## src/hdl/fpp_pkg.sv

```systemverilog
// fpp_pkg: shared types and constants for the fen position parser
// no dependencies; used by fpp_front, fpp_back and fen_position_parser
`timescale 1ns / 1ps

package fpp_pkg;

    localparam int FILE_COUNT  = 8;
    localparam int RANK_COUNT  = 8;
    localparam int FILE_MAX    = 15;
    localparam int CASTLE_LEN  = 4;
    localparam int EP_LEN      = 2;
    localparam int DIGIT_MAX   = 2;
    localparam int DEC_BASE    = 10;

    localparam int QUEUE_DEPTH = 2;
    localparam int QUEUE_PTR_W = (QUEUE_DEPTH > 1) ? $clog2(QUEUE_DEPTH) : 1;
    localparam int QUEUE_CNT_W = $clog2(QUEUE_DEPTH + 1);

    localparam logic [7:0] CHAR_SPACE = 8'h20;
    localparam logic [7:0] CHAR_SLASH = 8'h2F;
    localparam logic [7:0] CHAR_ZERO  = 8'h30;
    localparam logic [7:0] CHAR_NINE  = 8'h39;
    localparam logic [7:0] CHAR_W     = 8'h77;

    typedef struct packed {
        logic [7:0] text_char;
        logic       final_char;
    } text_item_t;

    typedef struct packed {
        logic [3:0]  rank_number;
        logic [63:0] rank_pieces;
        logic        black_to_move;
        logic [31:0] castling_text;
        logic [15:0] en_passant_text;
        logic [6:0]  halfmove_count;
        logic [6:0]  fullmove_count;
        logic        last_record;
    } record_item_t;

    typedef enum logic [2:0] {
        CLS_SPACE,
        CLS_SLASH,
        CLS_PIECE,
        CLS_DIGIT,
        CLS_OTHER
    } char_class_t;

    // one classified byte as it sits in the queue
    typedef struct packed {
        logic [7:0]  ch;
        logic        fin;
        char_class_t cls;
        logic [3:0]  digit;
        logic        is_w;
    } op_t;

    typedef enum logic [2:0] {
        SEC_PLACE,
        SEC_SIDE,
        SEC_GAP,
        SEC_CASTLE,
        SEC_EP,
        SEC_HALF,
        SEC_FULL
    } section_t;

    typedef enum logic {
        BK_RUN,
        BK_EMIT
    } back_state_t;

endpackage

```

## src/hdl/fen_position_parser.sv

```systemverilog
// fen_position_parser: top level, front classifier and queue feeding the back end
// depends on fpp_pkg, fpp_front and fpp_back
`timescale 1ns / 1ps

// Takes a FEN string one byte per transfer on text, with final_char set on the
// last byte, and answers with eight rank records on record, rank 8 first, each
// carrying the rank's eight piece letters and the side, castling, en passant and
// move-number fields. Bytes are taken one per cycle while text is not stalled:
// the front classifies each byte into a two-entry queue and the back end applies
// one queued byte per cycle outside the record burst. Once the final byte is
// applied, the records load one per cycle while the output is not stalled; in
// that burst the back end pops nothing, so text stalls once both queue entries
// are filled. All string state clears as the last record loads, for the next string.

module fen_position_parser
(
    input  logic                  clk,
    input  logic                  rst_n,
    input  logic                  text_valid,
    output logic                  text_stall,
    input  fpp_pkg::text_item_t   text,
    output logic                  record_valid,
    input  logic                  record_stall,
    output fpp_pkg::record_item_t record
);

    logic         op_valid;
    logic         op_take;
    fpp_pkg::op_t op;

    fpp_front u_front
    (
        .clk        (clk),
        .rst_n      (rst_n),
        .text_valid (text_valid),
        .text_stall (text_stall),
        .text       (text),
        .op_valid   (op_valid),
        .op         (op),
        .op_take    (op_take)
    );

    fpp_back u_back
    (
        .clk          (clk),
        .rst_n        (rst_n),
        .op_valid     (op_valid),
        .op           (op),
        .op_take      (op_take),
        .record_valid (record_valid),
        .record_stall (record_stall),
        .record       (record)
    );

endmodule

```

## src/hdl/fpp_front.sv

```systemverilog
// fpp_front: accepts text bytes, classifies them and queues them for the back end
// depends on fpp_pkg
`timescale 1ns / 1ps

module fpp_front
(
    input  logic               clk,
    input  logic               rst_n,
    input  logic               text_valid,
    output logic               text_stall,
    input  fpp_pkg::text_item_t text,
    output logic               op_valid,
    output fpp_pkg::op_t       op,
    input  logic               op_take
);

    fpp_pkg::op_t                       op_in;
    logic [7:0]                         digit_diff;
    logic                               push;
    fpp_pkg::op_t                       mem_reg [fpp_pkg::QUEUE_DEPTH];
    logic [fpp_pkg::QUEUE_PTR_W-1:0]    wr_ptr_reg;
    logic [fpp_pkg::QUEUE_PTR_W-1:0]    wr_ptr_next;
    logic [fpp_pkg::QUEUE_PTR_W-1:0]    rd_ptr_reg;
    logic [fpp_pkg::QUEUE_PTR_W-1:0]    rd_ptr_next;
    logic [fpp_pkg::QUEUE_CNT_W-1:0]    count_reg;
    logic [fpp_pkg::QUEUE_CNT_W-1:0]    count_next;

    // byte classifier
    always_comb
    begin
        digit_diff  = text.text_char - fpp_pkg::CHAR_ZERO;
        op_in.ch    = text.text_char;
        op_in.fin   = text.final_char;
        op_in.digit = digit_diff[3:0];
        op_in.is_w  = (text.text_char == fpp_pkg::CHAR_W);
        unique case (text.text_char) inside
            fpp_pkg::CHAR_SPACE:
                op_in.cls = fpp_pkg::CLS_SPACE;
            fpp_pkg::CHAR_SLASH:
                op_in.cls = fpp_pkg::CLS_SLASH;
            "P", "N", "B", "R", "Q", "K", "p", "n", "b", "r", "q", "k":
                op_in.cls = fpp_pkg::CLS_PIECE;
            [fpp_pkg::CHAR_ZERO:fpp_pkg::CHAR_NINE]:
                op_in.cls = fpp_pkg::CLS_DIGIT;
            default:
                op_in.cls = fpp_pkg::CLS_OTHER;
        endcase
    end

    assign text_stall = (count_reg == fpp_pkg::QUEUE_CNT_W'(fpp_pkg::QUEUE_DEPTH));
    assign push       = text_valid && !text_stall;
    assign op_valid   = (count_reg != '0);
    assign op         = mem_reg[rd_ptr_reg];

    always_comb
    begin
        wr_ptr_next = wr_ptr_reg;
        rd_ptr_next = rd_ptr_reg;
        count_next  = count_reg;
        if (push)
        begin
            wr_ptr_next = (wr_ptr_reg == fpp_pkg::QUEUE_PTR_W'(fpp_pkg::QUEUE_DEPTH - 1))
                          ? '0 : wr_ptr_reg + 1'b1;
        end
        if (op_take)
        begin
            rd_ptr_next = (rd_ptr_reg == fpp_pkg::QUEUE_PTR_W'(fpp_pkg::QUEUE_DEPTH - 1))
                          ? '0 : rd_ptr_reg + 1'b1;
        end
        if (push && !op_take)
        begin
            count_next = count_reg + 1'b1;
        end
        else if (!push && op_take)
        begin
            count_next = count_reg - 1'b1;
        end
    end

    always_ff @(posedge clk or negedge rst_n)
    begin
        if (!rst_n)
        begin
            wr_ptr_reg <= '0;
            rd_ptr_reg <= '0;
            count_reg  <= '0;
        end
        else
        begin
            wr_ptr_reg <= wr_ptr_next;
            rd_ptr_reg <= rd_ptr_next;
            count_reg  <= count_next;
        end
    end

    always_ff @(posedge clk)
    begin
        if (push)
        begin
            mem_reg[wr_ptr_reg] <= op_in;
        end
    end

    a_count_bound: assert property (@(posedge clk) disable iff (!rst_n)
        count_reg <= fpp_pkg::QUEUE_CNT_W'(fpp_pkg::QUEUE_DEPTH))
        else $error("queue count beyond depth");

    a_push_grows: assert property (@(posedge clk) disable iff (!rst_n)
        push && !op_take |=> count_reg == $past(count_reg) + 1'b1)
        else $error("transfer in without pop did not grow the queue");

    a_take_nonempty: assert property (@(posedge clk) disable iff (!rst_n)
        op_take |-> count_reg != '0)
        else $error("pop from empty queue");

endmodule

```

## src/hdl/fpp_back.sv

```systemverilog
// fpp_back: applies queued bytes to the position state and emits rank records
// depends on fpp_pkg
`timescale 1ns / 1ps

module fpp_back
(
    input  logic                  clk,
    input  logic                  rst_n,
    input  logic                  op_valid,
    input  fpp_pkg::op_t          op,
    output logic                  op_take,
    output logic                  record_valid,
    input  logic                  record_stall,
    output fpp_pkg::record_item_t record
);

    fpp_pkg::back_state_t  state_reg;
    fpp_pkg::back_state_t  state_next;
    fpp_pkg::section_t     section_reg;
    fpp_pkg::section_t     section_next;
    logic [3:0]            file_pos_reg;
    logic [3:0]            file_pos_next;
    logic [3:0]            rank_pos_reg;
    logic [3:0]            rank_pos_next;
    logic [63:0]           squares_reg [fpp_pkg::RANK_COUNT];
    logic [63:0]           squares_next [fpp_pkg::RANK_COUNT];
    logic                  black_reg;
    logic                  black_next;
    logic [31:0]           castling_reg;
    logic [31:0]           castling_next;
    logic [15:0]           ep_reg;
    logic [15:0]           ep_next;
    logic [2:0]            char_index_reg;
    logic [2:0]            char_index_next;
    logic [6:0]            half_reg;
    logic [6:0]            half_next;
    logic [6:0]            full_reg;
    logic [6:0]            full_next;
    logic [1:0]            digit_count_reg;
    logic [1:0]            digit_count_next;
    logic [2:0]            emit_cnt_reg;
    logic [2:0]            emit_cnt_next;
    logic                  record_valid_reg;
    logic                  record_valid_next;
    fpp_pkg::record_item_t record_reg;
    fpp_pkg::record_item_t record_next;
    logic                  load;
    logic [2:0]            row_idx;
    logic [4:0]            file_sum;
    logic [6:0]            num_src;
    logic [10:0]           num_calc;
    logic                  digit_ok;

    assign op_take      = (state_reg == fpp_pkg::BK_RUN) && op_valid;
    assign load         = (state_reg == fpp_pkg::BK_EMIT) && (!record_valid_reg || !record_stall);
    assign record_valid = record_valid_reg;
    assign record       = record_reg;

    // shared helpers for placement and number fields
    assign row_idx  = 3'(rank_pos_reg - 4'd1);
    assign file_sum = {1'b0, file_pos_reg} + {1'b0, op.digit};
    assign num_src  = (section_reg == fpp_pkg::SEC_HALF) ? half_reg : full_reg;
    assign num_calc = 11'(num_src) * 11'(fpp_pkg::DEC_BASE) + 11'(op.digit);
    assign digit_ok = (op.cls == fpp_pkg::CLS_DIGIT)
                      && (digit_count_reg < 2'(fpp_pkg::DIGIT_MAX));

    always_comb
    begin
        state_next        = state_reg;
        section_next      = section_reg;
        file_pos_next     = file_pos_reg;
        rank_pos_next     = rank_pos_reg;
        squares_next      = squares_reg;
        black_next        = black_reg;
        castling_next     = castling_reg;
        ep_next           = ep_reg;
        char_index_next   = char_index_reg;
        half_next         = half_reg;
        full_next         = full_reg;
        digit_count_next  = digit_count_reg;
        emit_cnt_next     = emit_cnt_reg;
        record_valid_next = record_valid_reg && record_stall;
        record_next       = record_reg;

        unique case (state_reg)
            fpp_pkg::BK_RUN:
            begin
                if (op_take)
                begin
                    unique case (section_reg)
                        fpp_pkg::SEC_PLACE:
                        begin
                            if (op.cls == fpp_pkg::CLS_SPACE)
                            begin
                                section_next = fpp_pkg::SEC_SIDE;
                            end
                            else if (op.cls == fpp_pkg::CLS_SLASH)
                            begin
                                if (rank_pos_reg != 4'd0)
                                begin
                                    rank_pos_next = rank_pos_reg - 4'd1;
                                end
                                file_pos_next = 4'd0;
                            end
                            else if (op.cls == fpp_pkg::CLS_PIECE)
                            begin
                                // off-board placements are dropped
                                if (file_pos_reg < 4'(fpp_pkg::FILE_COUNT)
                                    && rank_pos_reg != 4'd0)
                                begin
                                    squares_next[row_idx][8*file_pos_reg[2:0] +: 8] = op.ch;
                                end
                                if (file_pos_reg != 4'(fpp_pkg::FILE_MAX))
                                begin
                                    file_pos_next = file_pos_reg + 4'd1;
                                end
                            end
                            else if (op.cls == fpp_pkg::CLS_DIGIT)
                            begin
                                file_pos_next = (file_sum > 5'(fpp_pkg::FILE_MAX))
                                                ? 4'(fpp_pkg::FILE_MAX) : file_sum[3:0];
                            end
                        end
                        fpp_pkg::SEC_SIDE:
                        begin
                            black_next   = !op.is_w;
                            section_next = fpp_pkg::SEC_GAP;
                        end
                        fpp_pkg::SEC_GAP:
                        begin
                            if (op.cls == fpp_pkg::CLS_SPACE)
                            begin
                                section_next    = fpp_pkg::SEC_CASTLE;
                                char_index_next = 3'd0;
                            end
                        end
                        fpp_pkg::SEC_CASTLE:
                        begin
                            if (op.cls == fpp_pkg::CLS_SPACE)
                            begin
                                section_next    = fpp_pkg::SEC_EP;
                                char_index_next = 3'd0;
                            end
                            else if (char_index_reg < 3'(fpp_pkg::CASTLE_LEN))
                            begin
                                castling_next[8*char_index_reg[1:0] +: 8] =
                                    castling_reg[8*char_index_reg[1:0] +: 8] | op.ch;
                                char_index_next = char_index_reg + 3'd1;
                            end
                        end
                        fpp_pkg::SEC_EP:
                        begin
                            if (op.cls == fpp_pkg::CLS_SPACE)
                            begin
                                section_next     = fpp_pkg::SEC_HALF;
                                digit_count_next = 2'd0;
                            end
                            else if (char_index_reg < 3'(fpp_pkg::EP_LEN))
                            begin
                                ep_next[8*char_index_reg[0] +: 8] =
                                    ep_reg[8*char_index_reg[0] +: 8] | op.ch;
                                char_index_next = char_index_reg + 3'd1;
                            end
                        end
                        fpp_pkg::SEC_HALF:
                        begin
                            if (op.cls == fpp_pkg::CLS_SPACE)
                            begin
                                section_next     = fpp_pkg::SEC_FULL;
                                digit_count_next = 2'd0;
                            end
                            else if (digit_ok)
                            begin
                                half_next        = num_calc[6:0];
                                digit_count_next = digit_count_reg + 2'd1;
                            end
                        end
                        fpp_pkg::SEC_FULL:
                        begin
                            if (digit_ok)
                            begin
                                full_next        = num_calc[6:0];
                                digit_count_next = digit_count_reg + 2'd1;
                            end
                        end
                        default:
                        begin
                            section_next = section_reg;
                        end
                    endcase
                    if (op.fin)
                    begin
                        state_next    = fpp_pkg::BK_EMIT;
                        emit_cnt_next = 3'd0;
                    end
                end
            end
            fpp_pkg::BK_EMIT:
            begin
                if (load)
                begin
                    record_valid_next           = 1'b1;
                    record_next.rank_number     = 4'(fpp_pkg::RANK_COUNT) - {1'b0, emit_cnt_reg};
                    record_next.rank_pieces     = squares_reg[~emit_cnt_reg];
                    record_next.black_to_move   = black_reg;
                    record_next.castling_text   = castling_reg;
                    record_next.en_passant_text = ep_reg;
                    record_next.halfmove_count  = half_reg;
                    record_next.fullmove_count  = full_reg;
                    record_next.last_record     =
                        (emit_cnt_reg == 3'(fpp_pkg::RANK_COUNT - 1));
                    emit_cnt_next = emit_cnt_reg + 3'd1;
                    if (emit_cnt_reg == 3'(fpp_pkg::RANK_COUNT - 1))
                    begin
                        // record register holds its own copy, so the string state can go
                        state_next       = fpp_pkg::BK_RUN;
                        section_next     = fpp_pkg::SEC_PLACE;
                        file_pos_next    = 4'd0;
                        rank_pos_next    = 4'(fpp_pkg::RANK_COUNT);
                        squares_next     = '{default: '0};
                        black_next       = 1'b0;
                        castling_next    = '0;
                        ep_next          = '0;
                        char_index_next  = 3'd0;
                        half_next        = '0;
                        full_next        = '0;
                        digit_count_next = 2'd0;
                    end
                end
            end
            default:
            begin
                state_next = fpp_pkg::BK_RUN;
            end
        endcase
    end

    always_ff @(posedge clk or negedge rst_n)
    begin
        if (!rst_n)
        begin
            state_reg        <= fpp_pkg::BK_RUN;
            section_reg      <= fpp_pkg::SEC_PLACE;
            file_pos_reg     <= 4'd0;
            rank_pos_reg     <= 4'(fpp_pkg::RANK_COUNT);
            squares_reg      <= '{default: '0};
            black_reg        <= 1'b0;
            castling_reg     <= '0;
            ep_reg           <= '0;
            char_index_reg   <= 3'd0;
            half_reg         <= '0;
            full_reg         <= '0;
            digit_count_reg  <= 2'd0;
            emit_cnt_reg     <= 3'd0;
            record_valid_reg <= 1'b0;
        end
        else
        begin
            state_reg        <= state_next;
            section_reg      <= section_next;
            file_pos_reg     <= file_pos_next;
            rank_pos_reg     <= rank_pos_next;
            squares_reg      <= squares_next;
            black_reg        <= black_next;
            castling_reg     <= castling_next;
            ep_reg           <= ep_next;
            char_index_reg   <= char_index_next;
            half_reg         <= half_next;
            full_reg         <= full_next;
            digit_count_reg  <= digit_count_next;
            emit_cnt_reg     <= emit_cnt_next;
            record_valid_reg <= record_valid_next;
        end
    end

    always_ff @(posedge clk)
    begin
        record_reg <= record_next;
    end

    a_rank_bound: assert property (@(posedge clk) disable iff (!rst_n)
        rank_pos_reg <= 4'(fpp_pkg::RANK_COUNT))
        else $error("rank position beyond rank 8");

    a_clear_after_last: assert property (@(posedge clk) disable iff (!rst_n)
        load && emit_cnt_reg == 3'(fpp_pkg::RANK_COUNT - 1)
        |=> state_reg == fpp_pkg::BK_RUN && section_reg == fpp_pkg::SEC_PLACE
            && rank_pos_reg == 4'(fpp_pkg::RANK_COUNT) && record_reg.last_record)
        else $error("state not cleared after last record");

    a_hold_while_stalled: assert property (@(posedge clk) disable iff (!rst_n)
        state_reg == fpp_pkg::BK_EMIT && record_valid_reg && record_stall
        |=> $stable(emit_cnt_reg))
        else $error("record counter advanced while output stalled");

endmodule
```

## config.mk

```make
export PLATFORM = sky130hd
export DESIGN_NAME = fen_position_parser
export DESIGN_NICKNAME = d
export VERILOG_FILES = /design/src/hdl/fpp_pkg.sv /design/src/hdl/fen_position_parser.sv /design/src/hdl/fpp_front.sv /design/src/hdl/fpp_back.sv
export SDC_FILE = /design/constraint.sdc
export NUM_CORES = 1
export LEC_CHECK = 0
export BUFFER_PORTS_ARGS = -buffer_cell sky130_fd_sc_hd__buf_2
export CORE_MARGIN = 2
export CORE_UTILIZATION = 50
export CTS_CLUSTER_DIAMETER = 40
export DETAILED_ROUTE_END_ITERATION = 10
export PLACE_DENSITY = 0.76
export SLEW_MARGIN = 20
export SYNTH_ARGS = -nofsm -noshare
export SYNTH_HDL_FRONTEND = slang
export SYNTH_SLANG_ARGS = --single-unit
export TNS_END_PERCENT = 50
```

## constraint.sdc

```tcl
create_clock -name clk -period 6.1 [get_ports clk]
set_input_delay 1.22 -clock clk [delete_from_list [all_inputs] [get_ports clk]]
set_output_delay 1.22 -clock clk [all_outputs]
set_load 0.01 [all_outputs]
```

==> results.md <==
- Run status: finished, final reports clean
- RSZ-0062 raised after global routing: no
- Synth Register Bits: 758
- Antenna violations before repair: 7
- Worst hold path type: register to register
- Max FFs per register: 512
- Worst EP arrival: 4.52 ns
- Vias in the first global route: 25,600
- CTS Sinks: 758
- Drc violations: 0
- Synth cell types: 75
- Most frequent cells after synthesis: dfrtp_1, o2bb2ai_1, nand2_1
- Clk_skew: 0.0282 ns
- Mapped Cells: 2,582
- Post-route ant nets: 0
- Worst-path clk slew: 0.06 ns
- Vert. Die Dim: 265 µm
- Worst setup EP type: register
- Clock Tree Buf Depth: 3
- Htree depth: 3
- Area Growth Syn to Fin: 15.4%
- Chip width: 265 µm
- WL/cell: 26.0 µm
- Hold_buf cts: 0
- Initial core utilization: 0.506
- Fill cells: 5,051
- CP Max Fanout: 97
- DR pass1 iterations: 5
- Post-synthesis instance area: 34,100 µm²
- Port Buffers: 146
- WS Path Type: register to register
- Final wirelength: 95.8 mm
- Fmax achieved: 0.254 GHz
- Post-layout util: 0.584
- EDFF count, synth: 158
- PD cells: 478 nW/µm²
- Max_slew headroom: 0.225
- Top post-synthesis cells by area: dfrtp_1, edfxtp_1, mux4_2, o2bb2ai_1, mux2_2
- Worst-skew pair later-pin latency: 0.66 ns
- Via count: 25,000
- CTS tree: yes
- Die Area: 70,200 µm²
- Register area share after synthesis: 0.580
- Synth Net Count: 2,624
- Final hold viol count: 0
- Worst-Margin Slew: 1.15 ns
- Postcts setup bufs: 0
- Remaining global-route overflow: 0
- Max Cap Viol: 0
- Period utilization: 0.647
- Share of cells above drive strength 1: 0.230
- Synth Flop Type: dfrtp_1
- Slew Limit Fails: 0
- Vias/cell: 6.78
- Most common cell in the synthesized netlist: dfrtp_1
- Core Footprint: 67,300 µm²
- First-pass GRT wire length: 150 mm
- Setup TNS Final: 0 ns
- GRT Util Overall: 0.272
- Multi-input gate area: 13,500 µm²
- Iter 0 DRT Violations: 3,119
- Reg area: 19,800 µm²
- Post-route minimum period: 3.94 ns
- Final Net Count: 2,766
- Synth top area share: 0.440
- Leak: 15.9 nW
- Critical Path Start Type: register
- Post-Syn Area per Cell: 13.2 µm²
- Number of placement rows: 95
- Syn. warnings: 0
- DP Wirelength: 59.1 mm
- Largest net degree at the start of global routing: 160
- Placer congestion estimate: 0.863
- Post-cts repair resize count: 0
- Ys async rst share: 0.792
- Worst vdd ir: 0.388 mV
- Num ports: 147
- Final setup fails: 0
- Num CTS Buffers: 98
- Root Driver: clkbuf_16
- Crit path required time: 6.67 ns
- Yosys top cell by area: dfrtp_1
## area by class of cell
| type | count | share of cell area |
|---|---|---|
| antenna | 7 | 0.000446 |
| clock buffer | 110 | 0.0646 |
| clock inverter | 74 | 0.0229 |
| inverter | 89 | 0.00850 |
| multi-input combinational | 1583 | 0.343 |
| sequential | 758 | 0.503 |
| tap | 873 | 0.0278 |
| timing repair buffer | 194 | 0.0298 |
## report_power, final
group          internal [mW]  switching [mW]
clock                   3.60            2.41
sequential              6.30           0.833
combinational           1.92            3.73
## metrics by stage
step | cells | power [mW] | cell area [µm²] | hold WS (ns) | setup WS [ns]
after global placement | 3495 | 12.4 | 35800 | 0.437 | 2.18
after CTS | 3680 | 18.7 | 39200 | 0.444 | 2.16
after global routing | 3688 | 19.5 | 39300 | 0.456 | 2.00
after floorplan | 2582 | 10.5 | 34100 | 0.421 | 0.479
final | 3688 | 18.8 | 39300 | 0.452 | 2.16
after detailed placement | 3496 | 12.7 | 35800 | 0.436 | 2.04
## cell usage in the layout (no fill, tap or decap), types with 14 or more instances in the layout
master	netlist	layout
nand2_1	226	225
buf_4	4	41
nor2_1	72	62
inv_6	0	19
mux4_2	136	136
buf_2	14	145
nor3b_1	33	33
o21ai_2	14	14
edfxtp_1	158	158
a22o_1	36	36
o21ai_1	27	26
dfrtp_1	599	595
a221o_1	38	38
nor3_1	45	42
mux2_2	82	82
nor4_1	31	26
clkbuf_16	0	99
ha_1	26	26
o21ai_0	99	99
inv_1	87	87
nand3_1	80	80
o311ai_0	56	56
mux2i_1	14	14
o211ai_1	63	63
o31ai_1	33	33
o2bb2ai_1	329	329
## logic make-up after synthesis
logic type	after synthesis	synth area share
flops	758	0.580
compound gates	753	0.177
simple gates	553	0.0787
buf+inv	241	0.0275
mux	232	0.121
fa+ha+maj	29	0.0113
xor+xnor	16	0.00411
## per-layer routing
layer,vias up,wire [µm],track usage
met1,12800,37500,0.369
met3,308,8940,0.0623
met5,-,0,0.000693
met4,0,4260,0.136
met2,1457,45100,0.417
li1,10400,-,-
## worst max-delay path, stage by stage (launching register included)
cell	delay (ns)
dfrtp_4	1.10
ha_1	0.30
ha_1	0.19
buf_4	0.16
a21o_1	0.30
o21ai_4	0.08
buf_4	0.43
nor3_2	0.96
a221o_1	0.29
## final timing paths
check                                            start                 endpoint  slack, ns  depth (start not counted)
worst min register to register        u_back.ep_reg[8]        u_back.record[23]       0.45                          0
min in group asynchronous                        rst_n  u_back.castling_reg[21]       0.64                          1
worst max register to register  u_back.emit_cnt_reg[1]  u_back.squares_reg[416]       2.16                          8
worst min-delay path                  u_back.ep_reg[8]        u_back.record[23]       0.45                          0
max in group asynchronous                        rst_n  u_back.squares_reg[492]       4.03                          2
worst max-delay path            u_back.emit_cnt_reg[1]  u_back.squares_reg[416]       2.16                          8
No activity file was read; power rests on OpenSTA's default activity.
